### src/sv/ppgp_pkg.sv
// ----------------------------------------------------------------------------
// ppgp_pkg
// Shared types and constants of the power gate planner: event codes,
// register indexes, the transfer payloads and the plan entry layout.
// ----------------------------------------------------------------------------
package ppgp_pkg;

   localparam int MAX_ENTRIES_DEFAULT = 16;
   localparam int OP_ID_BITS_DEFAULT  = 16;

   localparam logic [31:0] BOOT_MASK_RESET = 32'd1;

   // event codes
   localparam logic [1:0] OP_LOAD        = 2'd0;
   localparam logic [1:0] OP_FRAME_START = 2'd1;
   localparam logic [1:0] OP_COMPLETE    = 2'd2;
   localparam logic [1:0] OP_FRAME_END   = 2'd3;

   // register indexes
   localparam logic REG_PLAN_LENGTH = 1'b0;
   localparam logic REG_BOOT_MASK   = 1'b1;

   typedef struct packed {
      logic [1:0]  op;
      logic [3:0]  entry_index;
      logic [31:0] entry_domain;
      logic [15:0] entry_first_op;
      logic [15:0] entry_last_op;
      logic        entry_always_on;
      logic [15:0] completed_op;
   } req_item_type;

   typedef struct packed {
      logic [31:0] active_mask;
      logic [31:0] enable_count;
      logic [31:0] disable_count;
   } rsp_item_type;

   typedef struct packed {
      logic [31:0] domain;
      logic [15:0] first_op;
      logic [15:0] last_op;
      logic        keep_on;
   } plan_entry_type;

   typedef struct packed {
      logic        boot_load;
      logic [31:0] boot_value;
   } cfg_ctrl_type;

endpackage

### src/sv/ppgp_plan_mem.sv
// ----------------------------------------------------------------------------
// ppgp_plan_mem
// Plan table: one write port, one read port, read data registered.
// ----------------------------------------------------------------------------
module ppgp_plan_mem
   import ppgp_pkg::*;
#(
   parameter int MAX_ENTRIES = MAX_ENTRIES_DEFAULT,
   localparam int IDX_W = (MAX_ENTRIES > 1) ? $clog2(MAX_ENTRIES) : 1
) (
   input  logic             clock,
   input  logic             wr_en,
   input  logic [IDX_W-1:0] wr_addr,
   input  plan_entry_type   wr_data,
   input  logic [IDX_W-1:0] rd_addr,
   output plan_entry_type   rd_data
);

   plan_entry_type plan_ram [MAX_ENTRIES];
   plan_entry_type rd_data_ff;

   always_ff @(posedge clock) begin
      if (wr_en) begin
         plan_ram[wr_addr] <= wr_data;
      end
   end

   always_ff @(posedge clock) begin
      rd_data_ff <= plan_ram[rd_addr];
   end

   assign rd_data = rd_data_ff;

endmodule

### src/sv/ppgp_seq.sv
// ----------------------------------------------------------------------------
// ppgp_seq
// Event sequencer: loads plan entries, walks the plan one entry a cycle
// and updates the active mask and the enable and disable counters.
// ----------------------------------------------------------------------------
module ppgp_seq
   import ppgp_pkg::*;
#(
   parameter int MAX_ENTRIES = MAX_ENTRIES_DEFAULT,
   parameter int OP_ID_BITS  = OP_ID_BITS_DEFAULT,
   localparam int IDX_W = (MAX_ENTRIES > 1) ? $clog2(MAX_ENTRIES) : 1,
   localparam int CNT_W = $clog2(MAX_ENTRIES + 1)
) (
   input  logic             clock,
   input  logic             reset,
   input  logic             start,
   output logic             busy,
   input  req_item_type     req_item,
   input  logic [4:0]       plan_length,
   input  cfg_ctrl_type     cfg_ctrl,
   output logic             mem_wr_en,
   output logic [IDX_W-1:0] mem_wr_addr,
   output plan_entry_type   mem_wr_data,
   output logic [IDX_W-1:0] mem_rd_addr,
   input  plan_entry_type   mem_rd_data,
   output logic             rsp_valid,
   output rsp_item_type     rsp_item
);

   typedef enum logic [2:0] {
      ST_IDLE = 3'b001,
      ST_WALK = 3'b010,
      ST_RESP = 3'b100
   } seq_state_type;

   localparam logic [15:0] OP_MASK =
      (OP_ID_BITS >= 16) ? 16'hFFFF : 16'((33'd1 << OP_ID_BITS) - 33'd1);

   seq_state_type state_ff, state_in;
   logic [1:0]       op_ff, op_in;
   logic [15:0]      done_ff, done_in;
   logic [16:0]      next_ff, next_in;
   logic [CNT_W-1:0] idx_ff, idx_in;
   logic [CNT_W-1:0] last_ff, last_in;
   logic [31:0]      mask_ff, mask_in;
   logic [31:0]      en_cnt_ff, en_cnt_in;
   logic [31:0]      dis_cnt_ff, dis_cnt_in;

   logic             accept;
   logic [CNT_W-1:0] walk_len;
   logic             slot_ok;
   logic             gate_on;
   logic             gate_off;
   logic [15:0]      done_masked;

   assign accept      = start && (state_ff == ST_IDLE);
   assign busy        = (state_ff != ST_IDLE);
   assign done_masked = req_item.completed_op & OP_MASK;
   assign slot_ok     = (9'(req_item.entry_index) < 9'(MAX_ENTRIES));

   always_comb begin
      if (9'(plan_length) > 9'(MAX_ENTRIES)) begin
         walk_len = CNT_W'(MAX_ENTRIES);
      end else begin
         walk_len = CNT_W'(plan_length);
      end
   end

   // plan entry write on an accepted load
   assign mem_wr_en   = accept && (req_item.op == OP_LOAD) && slot_ok;
   assign mem_wr_addr = IDX_W'(req_item.entry_index);
   always_comb begin
      mem_wr_data.domain   = req_item.entry_domain;
      mem_wr_data.first_op = req_item.entry_first_op & OP_MASK;
      mem_wr_data.last_op  = req_item.entry_last_op & OP_MASK;
      mem_wr_data.keep_on  = req_item.entry_always_on;
   end

   // prefetch the next entry while the current one is applied
   always_comb begin
      if ((state_ff == ST_WALK) && (idx_ff != last_ff)) begin
         mem_rd_addr = IDX_W'(idx_ff + CNT_W'(1));
      end else begin
         mem_rd_addr = '0;
      end
   end

   always_comb begin
      gate_on  = 1'b0;
      gate_off = 1'b0;
      case (op_ff)
         OP_FRAME_START: begin
            gate_on = (mem_rd_data.first_op == 16'd0) || mem_rd_data.keep_on;
         end
         OP_COMPLETE: begin
            gate_off = !mem_rd_data.keep_on && (mem_rd_data.last_op == done_ff);
            gate_on  = !mem_rd_data.keep_on && ({1'b0, mem_rd_data.first_op} == next_ff);
         end
         OP_FRAME_END: begin
            gate_off = !mem_rd_data.keep_on;
         end
         default: begin
         end
      endcase
   end

   always_comb begin
      state_in   = state_ff;
      op_in      = op_ff;
      done_in    = done_ff;
      next_in    = next_ff;
      idx_in     = idx_ff;
      last_in    = last_ff;
      mask_in    = mask_ff;
      en_cnt_in  = en_cnt_ff;
      dis_cnt_in = dis_cnt_ff;
      unique case (state_ff)
         ST_IDLE: begin
            if (accept) begin
               op_in   = req_item.op;
               done_in = done_masked;
               next_in = {1'b0, done_masked} + 17'd1;
               idx_in  = '0;
               last_in = walk_len - CNT_W'(1);
               if ((req_item.op == OP_LOAD) || (walk_len == '0)) begin
                  state_in = ST_RESP;
               end else begin
                  state_in = ST_WALK;
               end
            end
         end
         ST_WALK: begin
            // disable first, then enable, as one step per entry
            mask_in = mask_ff;
            if (gate_off) begin
               mask_in = mask_in & ~mem_rd_data.domain;
            end
            if (gate_on) begin
               mask_in = mask_in | mem_rd_data.domain;
            end
            en_cnt_in  = en_cnt_ff + 32'(gate_on);
            dis_cnt_in = dis_cnt_ff + 32'(gate_off);
            idx_in     = idx_ff + CNT_W'(1);
            if (idx_ff == last_ff) begin
               state_in = ST_RESP;
            end
         end
         ST_RESP: begin
            state_in = ST_IDLE;
         end
         default: begin
            state_in = ST_IDLE;
         end
      endcase
      if (cfg_ctrl.boot_load) begin
         mask_in = cfg_ctrl.boot_value;
      end
   end

   always_ff @(posedge clock) begin
      if (reset) begin
         state_ff   <= ST_IDLE;
         mask_ff    <= BOOT_MASK_RESET;
         en_cnt_ff  <= '0;
         dis_cnt_ff <= '0;
      end else begin
         state_ff   <= state_in;
         mask_ff    <= mask_in;
         en_cnt_ff  <= en_cnt_in;
         dis_cnt_ff <= dis_cnt_in;
      end
   end

   always_ff @(posedge clock) begin
      op_ff   <= op_in;
      done_ff <= done_in;
      next_ff <= next_in;
      idx_ff  <= idx_in;
      last_ff <= last_in;
   end

   assign rsp_valid              = (state_ff == ST_RESP);
   assign rsp_item.active_mask   = mask_ff;
   assign rsp_item.enable_count  = en_cnt_ff;
   assign rsp_item.disable_count = dis_cnt_ff;

   a_accept_busy: assert property (@(posedge clock) disable iff (reset)
      accept |=> busy)
      else $error("accepted event did not raise busy");

   a_walk_bound: assert property (@(posedge clock) disable iff (reset)
      (state_ff == ST_WALK) |-> (idx_ff <= last_ff))
      else $error("plan walk ran past its last entry");

   a_start_no_disable: assert property (@(posedge clock) disable iff (reset)
      (state_ff == ST_WALK) && (op_ff == OP_FRAME_START) |=> $stable(dis_cnt_ff))
      else $error("frame start counted a disable");

   a_end_no_enable: assert property (@(posedge clock) disable iff (reset)
      (state_ff == ST_WALK) && (op_ff == OP_FRAME_END) |=> $stable(en_cnt_ff))
      else $error("frame end counted an enable");

   a_strobe_single: assert property (@(posedge clock) disable iff (reset)
      rsp_valid |=> !rsp_valid)
      else $error("result strobe held for more than one cycle");

endmodule

### src/sv/phase_aware_power_gate_planner.sv
// ----------------------------------------------------------------------------
// phase_aware_power_gate_planner
// Power gate planner: plan table of domain entries walked on frame and op
// events, with the active domain mask and enable and disable counters.
//
// Usage:
//   An event transfer is taken at a rising edge with start high and busy
//   low; req_item carries the event code and its fields. Each event gives
//   exactly one result on rsp_item, shown for one cycle with rsp_valid high.
//   The receiver cannot stall the result.
//   A load entry writes one plan slot; its result follows in the next
//   cycle. Frame start, op complete and frame end walk the plan from
//   slot 0, one entry a cycle through the plan memory read port, over
//   plan_length entries capped at MAX_ENTRIES; a zero length skips the
//   walk and gives the result directly. busy stays high until
//   the result cycle has ended, so one event is in flight at a time.
//   The APB port holds plan_length and boot_mask; a boot_mask write also
//   reloads the active mask. Write registers only while busy is low.
//   Reset clears the counters, loads the active mask with 1 and leaves the
//   plan table unwritten: slots must be loaded before they are walked.
// ----------------------------------------------------------------------------
module phase_aware_power_gate_planner
   import ppgp_pkg::*;
#(
   parameter int MAX_ENTRIES = MAX_ENTRIES_DEFAULT,
   parameter int OP_ID_BITS  = OP_ID_BITS_DEFAULT
) (
   input  logic         clock,
   input  logic         reset,
   input  logic         start,
   output logic         busy,
   input  req_item_type req_item,
   output logic         rsp_valid,
   output rsp_item_type rsp_item,
   input  logic         psel,
   input  logic         penable,
   input  logic         pwrite,
   input  logic [2:0]   paddr,
   input  logic [31:0]  pwdata,
   output logic [31:0]  prdata,
   output logic         pready
);

   localparam int IDX_W = (MAX_ENTRIES > 1) ? $clog2(MAX_ENTRIES) : 1;

   logic [4:0]       plan_length_ff;
   logic [31:0]      boot_mask_ff;
   logic             csr_wr;
   logic             csr_idx;
   cfg_ctrl_type     cfg_ctrl;

   logic             mem_wr_en;
   logic [IDX_W-1:0] mem_wr_addr;
   plan_entry_type   mem_wr_data;
   logic [IDX_W-1:0] mem_rd_addr;
   plan_entry_type   mem_rd_data;

   assign pready  = 1'b1;
   assign csr_wr  = psel && penable && pwrite && pready;
   assign csr_idx = paddr[2];

   always_ff @(posedge clock) begin
      if (reset) begin
         plan_length_ff <= '0;
         boot_mask_ff   <= BOOT_MASK_RESET;
      end else if (csr_wr) begin
         unique case (csr_idx)
            REG_PLAN_LENGTH: plan_length_ff <= pwdata[4:0];
            REG_BOOT_MASK:   boot_mask_ff   <= pwdata;
            default: begin
            end
         endcase
      end
   end

   always_comb begin
      unique case (csr_idx)
         REG_PLAN_LENGTH: prdata = {27'd0, plan_length_ff};
         REG_BOOT_MASK:   prdata = boot_mask_ff;
         default:         prdata = '0;
      endcase
   end

   assign cfg_ctrl.boot_load  = csr_wr && (csr_idx == REG_BOOT_MASK);
   assign cfg_ctrl.boot_value = pwdata;

   ppgp_plan_mem #(
      .MAX_ENTRIES (MAX_ENTRIES)
   ) u_plan_mem (
      .clock   (clock),
      .wr_en   (mem_wr_en),
      .wr_addr (mem_wr_addr),
      .wr_data (mem_wr_data),
      .rd_addr (mem_rd_addr),
      .rd_data (mem_rd_data)
   );

   ppgp_seq #(
      .MAX_ENTRIES (MAX_ENTRIES),
      .OP_ID_BITS  (OP_ID_BITS)
   ) u_seq (
      .clock       (clock),
      .reset       (reset),
      .start       (start),
      .busy        (busy),
      .req_item    (req_item),
      .plan_length (plan_length_ff),
      .cfg_ctrl    (cfg_ctrl),
      .mem_wr_en   (mem_wr_en),
      .mem_wr_addr (mem_wr_addr),
      .mem_wr_data (mem_wr_data),
      .mem_rd_addr (mem_rd_addr),
      .mem_rd_data (mem_rd_data),
      .rsp_valid   (rsp_valid),
      .rsp_item    (rsp_item)
   );

endmodule

### config.mk
export PLATFORM = sky130hd
export DESIGN_NAME = phase_aware_power_gate_planner
export DESIGN_NICKNAME = d
export VERILOG_FILES = /design/src/sv/ppgp_pkg.sv /design/src/sv/ppgp_plan_mem.sv /design/src/sv/ppgp_seq.sv /design/src/sv/phase_aware_power_gate_planner.sv
export SDC_FILE = /design/constraint.sdc
export NUM_CORES = 2
export LEC_CHECK = 0
export ABC_CLOCK_PERIOD_IN_PS = 6900
export BUFFER_PORTS_ARGS = -buffer_cell sky130_fd_sc_hd__clkbuf_2
export CAP_MARGIN = 20
export CORE_MARGIN = 2
export CORE_UTILIZATION = 45
export CTS_BUF_LIST = sky130_fd_sc_hd__clkbuf_4
export DETAILED_ROUTE_END_ITERATION = 16
export PLACE_DENSITY = 0.63
export SLEW_MARGIN = 20
export SYNTH_ARGS = -nofsm -noshare
export SYNTH_HDL_FRONTEND = slang
export SYNTH_SLANG_ARGS = --single-unit
### constraint.sdc
create_clock -name clock -period 6.9 [get_ports clock]
set_input_delay 0.345 -clock clock [delete_from_list [all_inputs] [get_ports clock]]
set_output_delay 0.345 -clock clock [all_outputs]
set_load 0.02 [all_outputs]
# --- After elaboration in Yosys (flattened, before gate mapping) ---
# Memory sizes are Yosys's and may differ from the RTL's. A register that Yosys moved wholly into a read port is not among the register bits.
# Cells that the tools add are included.
totals:
  ff_bits: 181
  ram_bits: 1040
  in_bits: 128
  output_inout_bits: 131
  word_cells: 74
  n_memories: 1
mem_list:
  columns: ["memory", "depth", "width", "rd", "rd_ports_with_merged_regs", "write_ports", "line_no", "source"]
  rows:
  - ["u_plan_mem.plan_ram", 16, 65, 1, 1, 1, "ppgp_plan_mem.sv:19", "plan_entry_type plan_ram [MAX_ENTRIES];"]
classes:
  addsub: 5
  order_cmp: 1
  eq_ne: 13
  muxes: 18
  bitwise_logic: 4
  n_reduce_logical: 21
ops:
  columns: ["cell", "n"]
  rows:
  - ["$mux W32", 5]
  - ["$add A32 B1 Y32", 2]
  - ["$pmux W32 S2", 1]
  - ["$and A32 B32 Y32", 1]
  - ["$not A32 Y32", 1]
  - ["$or A32 B32 Y32", 1]
  - ["$add A16 B1 Y17 const B", 1]
  - ["$eq A16 B17 Y1", 1]
  - ["$eq A16 B16 Y1", 1]
  - ["$logic_not A16 Y1", 1]
  - ["$mux W5", 2]
  - ["$pmux W5 S2", 1]
  - ["$reduce_and A2 Y1", 5]
  - ["$mux W3", 3]
  - ["$logic_and A1 B1 Y1", 8]
  - ["$pmux W3 S2", 1]
  - ["$add A5 B1 Y5 const B", 1]
  - ["$eq A5 B5 Y1", 1]
  - ["$gt A5 B5 Y1 const B", 1]
  - ["$logic_not A5 Y1", 1]
  - ["$ne A5 B5 Y1", 1]
  - ["$sub A5 B1 Y5 const B", 1]
  - ["$eq A2 B2 Y1 const B", 2]
  - ["$mux W4", 1]
  - ["other kinds (14)", 18]

# --- Depth between registers and ports, before layout ---
depth:
  depth_word: 9
  depth_mapped: 17
  ltp_nobuf: 15

# --- Modules after synthesis ---
# Synthesis repeated with hierarchy kept, for this count alone.
hier_totals:
  cells_unflattened: 2660
  hier_area_um2: 49473.7
modules_own_cells:
  columns: ["module", "instances", "cells_per_inst", "area_each_um2", "seq_area_each_um2"]
  rows:
  - ["ppgp_plan_mem", 1, 1673, 40243.6, 32531.2]
  - ["ppgp_seq", 1, 793, 7322.0, 3333.2]
  - ["phase_aware_power_gate_planner", 1, 194, 1908.1, 740.7]

# --- Least setup slack after synthesis ---
# OpenSTA, ideal clock, no wires.
synth_timing:
  kind: "register -> register"
  startpoint: "reg u_seq.state_ff[0]"
  endpoint: "mem u_plan_mem.plan_ram[0][0] (netlist bit) (enable)"
  setup_time_ns: 0.569
  t_arrival_ns: 5.928
  t_required_ns: 6.331
  path_slack_ns: 0.403
  path_stages_with_launch: 6
  path_buffers: 0
  period_less_slack_ns: 6.497
  path_cell_list: "dfxtp_1 nor3b_1 nand2_1 nor3_1 or3b_2 nor3_1"
synth_via:
  elab_chain_len: 5
synth_rtl:
  columns: ["element", "line_no", "source"]
  rows:
  - ["start, declared", "ppgp_seq.sv:39", "seq_state_type state_ff, state_in;"]
  - ["start signal, assigned", "ppgp_seq.sv:167", "state_ff <= state_in;"]
  - ["$eq A3 B1 Y1", "ppgp_seq.sv:56", "assign accept = start && (state_ff == ST_IDLE);"]
  - ["$logic_and A1 B1 Y1", "ppgp_seq.sv:56", null]
  - ["$logic_and A1 B1 Y1", "ppgp_seq.sv:70", "assign mem_wr_en = accept && (req_item.op == OP_LOAD) && slot_ok;"]
  - ["$mux W1", "ppgp_plan_mem.sv:23", "if (wr_en) begin"]
  - ["$mux W1 (implied by the code)", "ppgp_plan_mem.sv:24", "plan_ram[wr_addr] <= wr_data;"]
  - ["end, declared", "ppgp_plan_mem.sv:19", null]
# Every way passes these cells.

# --- Final worst setup path ---
layout_timing:
  startpoint: "reg u_seq.idx_ff[0]"
  endpoint: "reg, netlist name u_plan_mem.rd_data[21]"
layout_via:
  elab_chain_len: 3
  elab_cells_between_ends: 4
  cone_classes: "add/sub: 1; eq/ne: 1; mux: 1; reduce/logical: 1"
layout_rtl:
  columns: ["element", "line_no", "source"]
  rows:
  - ["start, declared", "ppgp_seq.sv:43", "logic [CNT_W-1:0] idx_ff, idx_in;"]
  - ["start signal, assigned", "ppgp_seq.sv:178", "idx_ff <= idx_in;"]
  - ["branches (longest 2 deep; another with $add A5 B1 Y5)", null, null]
  - ["$mux W4 (*)", "ppgp_seq.sv:81", "if ((state_ff == ST_WALK) && (idx_ff != last_ff)) begin"]
# Mark *: on every way between the ends.
# A chain may end at the register's enable or synchronous reset.

==> flow_summary.toml <==
[run_status]
run_status = "finished clean"

[yosys]
netlist_top_cells_area = "edfxtp_1 (65%), dfxtp_1 (8.0%), a21oi_1 (6.2%), nand2_1 (4.1%), a2111oi_0 (2.2%)"
count_of_yosys_warnings_during_synthesis = 0
flop_and_latch_count_out_of_synthesis = 1286
synthDistinctLibCells = 61
synth-edff-count = 1085
synth.yosys.seq_area_share = 0.7255
syn_area_per_cell_sq_um = 12.77
mappedNetlistNets = 4089
synth_top_cell_by_area = "edfxtp_1"
synth.cell_area_sq_um = 50460
async_flop_share = 0
synthesized_netlist_cell_count = 3951
synth_top_cell_area_share = 0.6457
dominant_register_cell_in_the_synthesized_netlist = "edfxtp_1"

[sta]
final_max_slew_viol_count = 0
setup_viol = 0
post-route-period-util = 0.6216
worstMarginPinSlew_ns = 1.035
grt_setup_unrepaired = "no"
max-slew-margin-rel = 0.3099
fmax_mhz = 233.2
hold_viol = 0
clock-skew-final_ns = 0.08806
setup_total_negative_slack_ns = 0
finalCriticalPeriod_ns = 4.289

[global_routing]
grt_remaining_overflow = 0
grt_antenna_before_repair = 14
global_route.usage.total = 0.2346
grt_first_pass_wirelength_microns = 205700
grt_max_degree = 194
first_global_vias = 34160

[die]
number_of_ports_placed_on_the_die_boundary = 259
core_area_sq_um = 111000
rows = 122
die_h_microns = 338.9
fp.dieW_microns = 338.9
start_util = 0.4547
die_outline_area_sq_um = 114800

[final_layout]
number_of_fill_cells_in_the_layout = 9400
nets = 4705
layoutNonFillerInstCount = 6292
final_cell_mix = "edfxtp_1 (1085), a21oi_1 (626), nand2_1 (553)"
layout.cells.most_common = "edfxtp_1"
area_growth_syn_to_layout_pct = 18.37
drive_gt1_frac = 0.1838

[clock_tree]
clockRootBuffer = "clkbuf_4"
max-clock-path-buffers = 4
cts_tree = "done"
cts.sinks = 1286
clock_insertion_delay_worst_skew_ns = 1.16
cts-buffers-inserted = 334
cts.htree.levels = 5
clk_pin_slew_ns = 0.07

[place]
dp_hpwl_microns = 69680
placement.io_buffers = 255
gp_congestion = 0.7892
placed_cells_incl_taps = 5516

[pwr]
power.total_mw = 15.39
cellPowerDensity_nw_per_um2 = 257.6
vdd_ir_drop_max_mv = 0.1119
leakage_nw = 22.03

[drt]
route.detailed.vias_per_inst = 5.521
route.detailed.drc = 0
post_drt_wl_per_cell_microns = 21.78
drtIter0Drc = 3339
antenna_violating_nets_left = 0
vias = 34740
drtPass1Iterations = 5
routed_wirelength_microns = 137000

[setup_path]
cp_data_arrival_time_ns = 5.22
crit_required_ns = 7.83
timing.reg2reg.setup_slack_ns = 2.61
worstSetupPathType = "reg -> reg"
depth_of_the_worst_register_to_register_path = 9
element_type_at_the_critical_path_end = "register"
start_kind = "register"
start_of_the_worst_register_to_register_path = "u_seq.idx_ff[0]"
r2r_end = "u_plan_mem.rd_data[21]"
path_max_fanout = 193

[job]
timing.max_cap.violations = 0

[worst_hold_path]
min_path_cells = 3
min_delay_worst_endpoint = "u_seq.next_ff[6]"
hold_class = "in -> reg"
hold_path.startpoint = "req_item[6]"
metrics by stage:
step	hold slack, ns	setup WS (ns)	area (sq um)	utilization
4_1_cts	0.001940	2.579	59710	0.5381
2_1_floorplan	0.4180	0.4030	50460	-
3_5_place_dp	0.4388	2.722	53550	0.4825
3_3_place_gp	0.4300	2.687	53550	0.4825
6_report	0.1248	2.611	59730	0.5382
5_1_grt	0.02320	2.191	59720	0.5382
critical path, stage by stage (launching register included):
cell       delay [ns]
edfxtp_1         0.40
buf_12           0.68
xnor2_1          0.19
and2_1           0.33
a21oi_4          0.27
buf_12           0.56
buf_4            0.57
a21oi_1          0.10
a2111oi_0        0.66
o21ai_0          0.22
power by group:
part           switching, mW  internal [mW]
combinational          0.313          0.170
clock                   2.96           3.44
sequential            0.0304           8.48
total                   3.30           12.1
cell families (layout without fill, tap and decap cells):
kind of cell / count (synthesis) / after routing / share of synthesized area
multiplexers: 17 / 17 / 0.003496
XOR/XNOR: 108 / 108 / 0.01875
adder cells (fa/ha/maj): 10 / 10 / 0.002480
AND/OR/NAND/NOR: 809 / 809 / 0.06876
flip-flops: 1286 / 1286 / 0.7255
other: 1 / 6 / 0.00007432
AO/OA/AOI/OAI: 1199 / 1199 / 0.1417
buffers and inverters: 521 / 1369 / 0.03933
flip-flops by register name, indices dropped and copies added (netlist names), named ones only:
signal               flops
u_plan_mem.plan_ram   1040
u_seq.idx_ff             5
u_seq.en_cnt_ff         32
u_seq.last_ff            5
u_seq.dis_cnt_ff        32
boot_mask_ff            32
u_seq.op_ff              2
u_seq.next_ff           17
u_seq.state_ff           3
plan_length_ff           5
u_seq.done_ff           16
u_plan_mem.rd_data      65
area by class of cell:
cell class              instances  area, sq um  area share
diodes                          5        12.51   0.0002095
clock buffers                 500         3754     0.06285
clock inverters                68        382.9    0.006410
inverters                     280         1059     0.01772
multi-input cells            2144        12120      0.2029
flip-flops and latches       1286        36610      0.6129
well taps                    1488         1862     0.03117
repair buffers                521         3934     0.06586
routing by layer:
layer  track usage  part of all wire  vias up  wire [microns]
li1              -                 -    15960               -
met1        0.3180              0.42    16960           57130
met2        0.3806              0.48     1600           65220
met3       0.05131             0.090      209           12290
met4       0.06861             0.017       14            2288
met5             0           0.00068        -              93
cells in the mapped netlist (2+ instances only):
master	instances
ha_1	10
or3_1	6
mux2_2	5
o21ai_0	205
a2111oi_0	125
nor4b_1	3
and2_1	29
xnor2_1	68
nor3b_1	5
o22ai_1	69
edfxtp_1	1085
nor3_1	13
nand4_1	19
a41oi_1	2
o211a_1	31
and3_1	11
a211o_1	64
nand3b_1	2
o31ai_1	2
a21oi_1	629
nor2b_1	2
mux2i_1	12
inv_1	279
and4_1	9
nor4_1	5
nor2_1	90
o21ai_1	32
dfxtp_1	201
nand2_1	557
a221o_1	31
nand3_1	34
or4_1	2
buf_1	16
xor2_1	40
nand2b_1	11
clkbuf_1	209
buf_2	14
worst max path at each step:
stage                            from                         to  cells past startpoint
global placement       u_seq.op_ff[0]        u_seq.en_cnt_ff[30]                     16
detailed placement     u_seq.op_ff[0]        u_seq.en_cnt_ff[28]                     16
global route           u_seq.op_ff[0]        u_seq.en_cnt_ff[30]                     16
floorplan           u_seq.state_ff[0]  u_plan_mem.plan_ram[0][0]                      5
CTS                   u_seq.idx_ff[0]     u_plan_mem.rd_data[21]                      9
finish                u_seq.idx_ff[0]     u_plan_mem.rd_data[21]                      9
timing repair:
action	in CTS	in global routing
gates resized for setup	0	0
endpoints found under the hold margin	1396	0
setup buffers	0	0
hold buffers	203	0
No activity file was read; power rests on OpenSTA's default activity.
